$ cat config.mk
export PLATFORM = sky130hd
export DESIGN_NAME = l4hsc_ctrl
export DESIGN_NICKNAME = d
export VERILOG_FILES = /design/src/rtl/l4hsc_pkg.sv /design/src/rtl/l4hsc_ctrl.sv
export SDC_FILE = /design/constraint.sdc
export NUM_CORES = 1
export LEC_CHECK = 0
export ABC_AREA = 1
export BUFFER_PORTS_ARGS = -buffer_cell sky130_fd_sc_hd__buf_2
export CORE_MARGIN = 8
export CORE_UTILIZATION = 50
export CTS_CLUSTER_DIAMETER = 150
export DETAILED_ROUTE_END_ITERATION = 6
export GPL_ROUTABILITY_DRIVEN = 0
export PLACE_DENSITY = 0.78
export SLEW_MARGIN = 20
export SYNTH_ARGS = -nofsm -noshare
export SYNTH_HDL_FRONTEND = slang
export SYNTH_SLANG_ARGS = --single-unit
$ cat constraint.sdc
create_clock -name clk -period 3.2 [get_ports clk]
set_input_delay 0.48 -clock clk [delete_from_list [all_inputs] [get_ports clk]]
set_output_delay 0.48 -clock clk [all_outputs]
set_load 0.1 [all_outputs]
$ cat src/rtl/l4hsc_pkg.sv
package l4hsc_pkg;

	localparam int SESSIONS = 256;
	localparam int TABLE_DEPTH = 2 * SESSIONS;
	localparam int ADDR_W = $clog2(TABLE_DEPTH);
	localparam logic [7:0] FILL_HASH = 8'hb7;
	localparam logic [15:0] LEN_BIAS = 16'd22;
	localparam logic [31:0] COUNT_MAX = 32'hffff_ffff;
	localparam logic [2:0] LAST_WORD = 3'd4;
	localparam logic CMD_CLASSIFY = 1'b0;
	localparam logic CMD_DECOMP = 1'b1;
	localparam logic KIND_CLASSIFY = 1'b0;
	localparam logic KIND_HEADER = 1'b1;

	typedef struct packed {
		logic        cmd;
		logic        direction;
		logic [7:0]  session_in;
		logic [15:0] compressed_len;
		logic [47:0] dst_mac;
		logic [47:0] src_mac;
		logic [15:0] ethertype;
		logic [15:0] ver_len_tos;
		logic [31:0] ip_fixed;
		logic [63:0] ip_addrs;
		logic [31:0] ports;
		logic [15:0] ip_id;
	} in_item_t;

	typedef struct packed {
		logic        result_kind;
		logic [7:0]  session_out;
		logic        hit;
		logic        collision;
		logic [31:0] packet_count;
		logic [63:0] header_word;
		logic [3:0]  word_bytes;
		logic        last;
	} out_item_t;

	typedef struct packed {
		logic        valid;
		logic [31:0] count;
		logic [47:0] dst_mac;
		logic [47:0] src_mac;
		logic [31:0] type_tos;
		logic [31:0] ip_fixed;
		logic [63:0] addrs;
		logic [31:0] ports;
	} entry_t;

	typedef struct packed {
		logic              capture;
		logic              clr_en;
		logic [ADDR_W-1:0] clr_addr;
		logic              eval_cls;
		logic              ck1;
		logic              ck2;
		logic              emit;
		logic [2:0]        word_idx;
	} ctl_cmd_t;

	typedef struct packed {
		logic cmd;
		logic out_free;
		logic out_done;
	} ctl_status_t;

	// xor of the 32 variable session bytes, seeded with FILL_HASH
	function automatic logic [7:0] session_hash(input logic [255:0] v);
		logic [7:0] h;
		h = FILL_HASH;
		for (int k = 0; k < 32; k++) begin
			h = h ^ v[8*k +: 8];
		end
		return h;
	endfunction

endpackage

$ cat src/rtl/l4hsc_ctrl.sv
module l4hsc_ctrl
	import l4hsc_pkg::*;
(
	input  logic        clk,
	input  logic        arst_n,
	input  logic        in_valid,
	output logic        in_ready,
	input  ctl_status_t status,
	output ctl_cmd_t    cmd
);

	localparam logic [2:0] ST_CLR   = 3'd0;
	localparam logic [2:0] ST_IDLE  = 3'd1;
	localparam logic [2:0] ST_RD    = 3'd2;
	localparam logic [2:0] ST_EVAL  = 3'd3;
	localparam logic [2:0] ST_CK1   = 3'd4;
	localparam logic [2:0] ST_CK2   = 3'd5;
	localparam logic [2:0] ST_EMIT  = 3'd6;
	localparam logic [2:0] ST_DRAIN = 3'd7;

	logic [2:0]        state_q;
	logic [ADDR_W-1:0] clr_q;
	logic [2:0]        word_q;

	assign in_ready = (state_q == ST_IDLE);

	always_comb begin
		cmd = '0;
		cmd.capture = in_valid && in_ready;
		cmd.clr_en = (state_q == ST_CLR);
		cmd.clr_addr = clr_q;
		cmd.eval_cls = (state_q == ST_EVAL) && (status.cmd == CMD_CLASSIFY);
		cmd.ck1 = (state_q == ST_CK1);
		cmd.ck2 = (state_q == ST_CK2);
		cmd.emit = (state_q == ST_EMIT) && status.out_free;
		cmd.word_idx = word_q;
	end

	always_ff @(posedge clk or negedge arst_n) begin
		if (!arst_n) begin
			state_q <= ST_CLR;
			clr_q <= '0;
			word_q <= '0;
		end else begin
			case (state_q)
				ST_CLR: begin
					clr_q <= clr_q + 1'b1;
					if (clr_q == '1) state_q <= ST_IDLE;
				end
				ST_IDLE: begin
					if (in_valid) state_q <= ST_RD;
				end
				ST_RD: state_q <= ST_EVAL;
				ST_EVAL: begin
					state_q <= (status.cmd == CMD_CLASSIFY) ? ST_DRAIN : ST_CK1;
				end
				ST_CK1: state_q <= ST_CK2;
				ST_CK2: begin
					word_q <= '0;
					state_q <= ST_EMIT;
				end
				ST_EMIT: begin
					if (status.out_free) begin
						word_q <= word_q + 1'b1;
						if (word_q == LAST_WORD) state_q <= ST_DRAIN;
					end
				end
				ST_DRAIN: begin
					if (status.out_done) state_q <= ST_IDLE;
				end
				default: state_q <= ST_IDLE;
			endcase
		end
	end

	a_no_accept_in_clear: assert property (@(posedge clk) disable iff (!arst_n)
		state_q == ST_CLR |-> !in_ready)
		else $error("input taken during table clear");
	a_word_range: assert property (@(posedge clk) disable iff (!arst_n)
		cmd.emit |-> word_q <= LAST_WORD)
		else $error("header word index out of range");
	a_accept_reads: assert property (@(posedge clk) disable iff (!arst_n)
		cmd.capture |=> state_q == ST_RD)
		else $error("accepted transaction did not start a table read");
	a_single_op: assert property (@(posedge clk) disable iff (!arst_n)
		!(cmd.eval_cls && cmd.emit) && !(cmd.clr_en && cmd.eval_cls))
		else $error("conflicting datapath commands");

endmodule

# Word-level counts from Yosys, hierarchy flattened
# Index checks and enable logic that the tools add are counted.
# word_totals
regBits	15
output_inout_bits	19
wordCells	36
# op_classes
addsub	2
eq_ne	14
n_mux	9
bitwise_logic	1
n_reduce_logical	7
# ops
cell	n
$pmux 3 s8	1
$mux 3	6
$eq 3x3->1 const B	5
$add 9x1->9 const B	1
$eq 9x9->1 const B	1
$eq 3x2->1 const B	2
$ne 2x2->1 const B	3
$pmux 3 s2	1
$reduce_and 5->1	1
$ne 2x1->1 const B	2
$add 3x1->3 const B	1
$eq 3x1->1 const B	1
$logic_and 1x1->1	3
$logic_not 3->1	1
$mux 2	1
$reduce_and 2->1	1
$reduce_bool 2->1	1
$not 1->1	1

# Longest topological paths before layout
# Gate-level depths: netlist (run 1).
# depth
depth_word	4
mapped_depth	10
depth_no_buf	10

# Worst setup path before layout (run 1)
# OpenSTA, ideal clock, no wires.
# synth_timing
path_kind	register to output
start	register state_q[1]
end	output cmd[5] (netlist bit)
t_arrival_ns	2.513
required_time_ns	2.720
path_slack_ns	0.207
stages_incl_launch_ff	2
path_buffers	0
cell_sequence	dfrtp_1 > nor3_1
# synth_lines
element	line	source
start: declaration	l4hsc_ctrl.sv:21	logic [2:0] state_q;
start signal: assignment	l4hsc_ctrl.sv:55	state_q <= (status.cmd == CMD_CLASSIFY) ? ST_DRAIN : ST_CK1;
end: declaration	l4hsc_ctrl.sv:9	output ctl_cmd_t cmd

==> results.txt, run 1 <==
status = finished clean
RSZ-0062 raised after global routing = no
Die Area = 3260 um2
WP data required = 2.72 ns
period utilization = 65.5%
Die Y = 57.1 um
Cell Area, Synth = 843 um2
Slowest-stage cell, CP = dfrtp_1
syn_nets = 116
core box area = 1650 um2
CP arrival = 1.62 ns
total grt overflow = 0
Final ANT Viol Nets = 0
WL per Instance = 11.2 um
power per cell area = 301 nW/um2
worst ir drop on vdd = 189 uV
DRT iter0 DRCs = 11
worst min path class = in -> async
Syn Inst Count = 106
DRC viols = 0
Final Setup Violations = 0
Skew-Pair Late Insertion Delay = 0.28 ns
share of post-route cells with drive strength above 1 = 28.4%
Setup Buffers After CTS = 0
Worst Path Class, Setup = reg -> out
Port Buf Inserts = 24
crit start category = register
share of the synthesized area in the top cell type = 44.5%
hold_buf cts = 0
initial antenna violation count = 0
clock sink count = 15
MaxCap Viol Count = 0
largest net degree at the start of global routing = 16
DIE WIDTH = 57.1 um
Post-synth EDFFs = 0
Tightest Pin Transition = 0.490 ns
Pleak = 0.604 nW
Ys Warns = 0
dpl hpwl = 1.41 mm
Final min period = 2.10 ns
critical-path maximum fanout = 7
# fillers = 169
Initial Util = 51.1%
Tot GR Track Use = 11.0%
drt total wl = 1.69 mm
CP max stage delay = 0.44 ns
Critical Path Sink Type = primary output
area leader, netlist = dfrtp_1
fin nets = 145
f_max = 0.477 GHz
# IOs = 25
area grow syn2layout = 20.3%
Core Rows = 15
Synth top cells by count = nand2_1 (31), dfrtp_1 (15), inv_1 (14)
DRT Pass-1 Iters = 4
Slew Viols, Final = 0
Worst slew margin = 67.5%
Syn Area/Cell = 7.96 um2
Final Util = 61.4%
CP cell instances = nor2_2 > nand2_4 > inv_2 > buf_2
Via density = 4.88
Worst Skew = 0.000568 ns
fraction of registers with async set/reset = 100%
count of different cell masters after synthesis = 21
H-tree depth = 1
DR vias = 737
Fin. Hold Viols = 0
Resized Gates After CTS = 0
Synth area leaders = dfrtp_1 (45%), nand2_1 (14%), inv_1 (6.2%)
Root Driver = clkbuf_4
most common cell in the netlist = nand2_1
FF+latch count, synth = 15
Sum Neg Setup Slack = 0 ns
vias in the first global route = 748
most common flop cell mapped by yosys = dfrtp_1
TritonCTS clock tree = done
TritonCTS Buffers = 3
worst-case clock buffer depth = 2
first-pass GRT wire length = 3.01 mm
Seq/Total Area, Yosys = 44.5%
clk slew on worst S/H paths = 0.09 ns
Inserted Diodes = 0
[kinds of logic after synthesis]
logic type      synth area share, %
simple gates                   30.7
buf+inv                        7.71
compound gates                 4.90
xor+xnor                       6.23
fa+ha+maj                      5.93
flops                          44.5
[per-layer routing]
metal / GRT usage (%) / vias up / wire, um
met4: 5.03 / 0 / 30
li1: - / 385 / -
met1: 12.8 / 323 / 835
met5: 0 / - / 0
met3: 4.43 / 5 / 133
met2: 17.4 / 24 / 693
[area by class of cell]
cell class                      instances  area [um2]  area share (%)
Timing Repair Buffer                   24         120            11.8
Sequential cell                        15         375            37.0
Inverter                               17        65.1            6.41
Clock buffer                            3        22.5            2.22
Multi-Input combinational cell         74         403            39.7
Tap cell                               17        21.3            2.10
Clock inverter                          1        7.51           0.740
[power breakdown]
group | total (W) | switching (W) | internal (W)
Clock | 0.000109 | 0.0000613 | 0.0000475
Combinational | 0.00000706 | 0.00000471 | 0.00000235
Sequential | 0.000189 | 0 | 0.000189
[final timing paths]
kind,startpoint,to,slack [ns],cells past startpoint
max reg2reg,clr_q[0],state_q[2],1.57,9
min in group clk,clr_q[2],clr_q[2],0.53,1
max in group asynchronous,arst_n,clr_q[0],2.90,1
max,state_q[0],cmd[16],1.10,4
min,arst_n,clr_q[7],0.07,1
min reg2reg,clr_q[2],clr_q[2],0.53,1
[cells in the final DEF (no fill, tap or decap), types with 2 or more instances in the layout]
cell,netlist,layout
o21ai_0,3,3
nor3_1,4,4
nand2_1,31,31
clkbuf_4,0,3
nor2_1,7,7
inv_1,14,14
xnor2_1,2,2
dfrtp_1,15,15
nor2_2,2,2
ha_1,4,4
inv_2,2,2
nand3_1,9,9
buf_2,0,24
xor2_1,4,4
[through the flow]
| step | area (um2) | std cells | power, W | hold slack [ns] | setup WS, ns |
|---|---|---|---|---|---|
| 2_1_floorplan | 843 | 106 | 0.000194 | 0.184 | 0.207 |
| 5_1_grt | 1010 | 151 | 0.000320 | 0.0760 | 0.998 |
| 4_1_cts | 1010 | 151 | 0.000309 | 0.0843 | 1.09 |
| 6_report | 1010 | 151 | 0.000305 | 0.0695 | 1.10 |
| 3_5_place_dp | 985 | 147 | 0.000201 | 0.397 | 1.42 |
| 3_3_place_gp | 985 | 147 | 0.000201 | 0.399 | 1.45 |
[registers in the layout, summed over array words and instances, names as in the netlist]
register,cells
state_q,3
word_q,3
clr_q,9
[worst max-delay path, delay by kind of cell (launching register included)]
kind          cells  cell delay, ns
simple gates      2            0.33
flops             1            0.44
buf+inv           2            0.56
Power figures use the tool's default switching activity.
==> inputs of run 2 (changes only) <==
CORE_UTILIZATION = 44   (was 50)
PLACE_DENSITY = 0.72   (was 0.78)
clock period = 1.76 ns   (was 3.2 ns; I/O delays follow)
==> run 2 against run 1 <==
  * Critical path depth up 1
  * Cell area up 16%
  * Clock power up 81%
  * Power up 82%
==> results.txt, run 2 (same netlist as run 1, synthesis figures left out) <==
status = finished clean
met1 wire length = 775 um (-7.2%)
most frequent cells in the layout = nand2_1 (31), buf_2 (18), inv_1 (14), nand3_1 (9), dfrtp_2 (8)
Final ANT Viol Nets = 0 (unchanged)
Final min period = 1.68 ns
Initial Util = 44.8% (-6.2 points)
Reg2Reg Depth = 10 (+1)
vias in the first global route = 794 (+6.1%)
WL per Instance = 11.4 um (+1.4%)
f_max = 0.594 GHz
Port Buf Inserts = 24 (unchanged)
Inserted Diodes = 0 (unchanged)
RSZ-0062 raised after global routing = yes
Reg2Reg Capture Point = state_q[1]
Critical Path Sink Type = primary output
worst ir drop on vdd = 408 uV (+120%)
Setup Buffers After CTS = 0 (unchanged)
DRT iter0 DRCs = 6 (-5)
first-pass GRT wire length = 3.11 mm (+3.2%)
Final Setup Violations = 0 (unchanged)
Slew Viols, Final = 0 (unchanged)
period utilization = 95.6%
worst-case clock buffer depth = 2 (unchanged)
DIE WIDTH = 59.8 um (+4.7%)
Die Area = 3570 um2 (+9.7%)
most used cell, CP = nand2_1
Tightest Pin Transition = 0.491 ns (+0.000763 ns)
Worst Skew = 0.00844 ns (+0.00787 ns)
largest register by flop count = clr_q
clock sink count = 15 (unchanged)
CP arrival = 1.42 ns (-0.20 ns)
Tot GR Track Use = 11.3% (+0.30 points)
Pleak = 0.629 nW (+4.1%)
crit start category = register
sequential cell area = 393 um2 (+4.7%)
# fillers = 177 (+4.7%)
total grt overflow = 0 (unchanged)
fin area = 1180 um2 (+16%)
dpl cell area = 1120 um2 (+14%)
worst reg2reg setup slack = 0.08 ns (-1.49 ns)
area grow syn2layout = 39.5%
length of routed met3 wiring = 138 um (+3.8%)
Fin. Hold Viols = 0 (unchanged)
worst min path class = in -> reg
TritonCTS Buffers = 3 (unchanged)
multi-input combinational cell area = 437 um2 (+8.4%)
worst hold path endpoint = word_q[0]
CP max stage delay = 0.51 ns (+0.07 ns)
Core Rows = 16 (+1)
Worst slew margin = 67.5% (about the same)
critical-path maximum fanout = 6 (-1)
MaxCap Viol Count = 0 (unchanged)
Root Driver = clkbuf_4
highest routed layer = met4
largest net degree at the start of global routing = 16 (unchanged)
WP data required = 1.50 ns (-1.22 ns)
H-tree depth = 1 (unchanged)
Final Util = 62.5% (+1.1 points)
Skew-Pair Late Insertion Delay = 0.29 ns (about the same)
routed wl met2 = 916 um (+32%)
Worst Path Class, Setup = reg -> out
core box area = 1880 um2 (+14%)
initial antenna violation count = 0 (unchanged)
hold path cells = 4
CP cell instances = nand2_1 > nor2_1 > nand2_1 > clkinv_2 > buf_12
dpl hpwl = 1.45 mm (+2.9%)
drt total wl = 1.84 mm (+8.7%)
Largest regs = clr_q x9, state_q x3, word_q x3
fin nets = 146 (+0.69%)
Via density = 4.57 (-6.4%)
DRT Pass-1 Iters = 4 (unchanged)
hold path startpoint = status[1]
worst r2r src = clr_q[0]
Die Y = 59.8 um (+4.7%)
most common cell after layout, fill and taps aside = nand2_1
max FFs per register = 9 (unchanged)
power per cell area = 473 nW/um2 (+57%)
DRC viols = 0 (unchanged)
clk slew on worst S/H paths = 0.09 ns (about the same)
# IOs = 25 (unchanged)
TritonCTS clock tree = done
Slowest-stage cell, CP = dfrtp_1
DR vias = 740 (+0.41%)
share of post-route cells with drive strength above 1 = 39.3% (+11 points)
run 2: cell types whose count changed in the layout (fill, tap and decap cells not counted), moves of 2 or more:
cell     previous run  this run
dfrtp_1            15         5
dfrtp_2             0         8
buf_12              0         6
buf_2              24        18
dfrtp_4             0         2
nor3_1              4         2
nor3_2              1         3
run 2: critical path, delay by kind of cell, from the launching register on:
family / cells / cell delay, ns
buffers and inverters: 2 / 0.28
AND/OR/NAND/NOR: 3 / 0.34
flip-flops: 1 / 0.51
run 2: per-stage QoR:
stage	hold slack [ns]	instances	setup WS, ns	setup TNS (ns)	total power [W]
2_1_floorplan	-0.0316	106	-0.163	-0.163	0.000353
3_3_place_gp	0.179	157	0.246	0	0.000365
6_report	0.341	162	0.0778	0	0.000557
5_1_grt	0.371	162	-0.0547	-0.0813	0.000587
4_1_cts	0.342	162	0.0387	0	0.000564
3_5_place_dp	0.188	157	0.130	0	0.000365
run 2: cell type report:
class,count,area share [%]
sequential,15,33.4
clock inverter,1,0.426
multi-input combinational,74,37.1
inverter,17,5.53
tap,27,2.87
clock buffer,3,1.91
timing repair buffer,25,18.7
run 2: power breakdown:
| group | internal, W | total [W] | leakage (nW) | switching, W |
|---|---|---|---|---|
| Combinational | 0.00000574 | 0.0000153 | 0.428 | 0.00000952 |
| Sequential | 0.000344 | 0.000344 | 0.183 | 0 |
| Clock | 0.0000844 | 0.000197 | 0.0177 | 0.000113 |
| Total | 0.000434 | 0.000557 | 0.629 | 0.000122 |
run 2: how the worst max path moves through the flow:
stage	cells past startpoint	to	from
6_report	5	cmd[3]	state_q[1]
5_1_grt	10	state_q[1]	clr_q[0]
4_1_cts	4	cmd[16]	state_q[0]
3_5_place_dp	9	state_q[1]	clr_q[0]
3_3_place_gp	9	state_q[2]	clr_q[0]
2_1_floorplan	1	cmd[5]	state_q[0]
run 2: what timing repair did:
item                                    4_1_cts  5_1_grt
endpoints found under the setup margin        0        4
hold endpoints to repair                     15        0
hold buffers                                  1        0
gates resized for setup                       0        4
run 2: metal layers:
| layer | GRT usage, % | vias up |
|---|---|---|
| li1 | - | 385 |
| met5 | 0 | - |
| met1 | 11.3 | 334 |
| met3 | 4.30 | 2 |
| met2 | 20.3 | 19 |
| met4 | 5.10 | 0 |
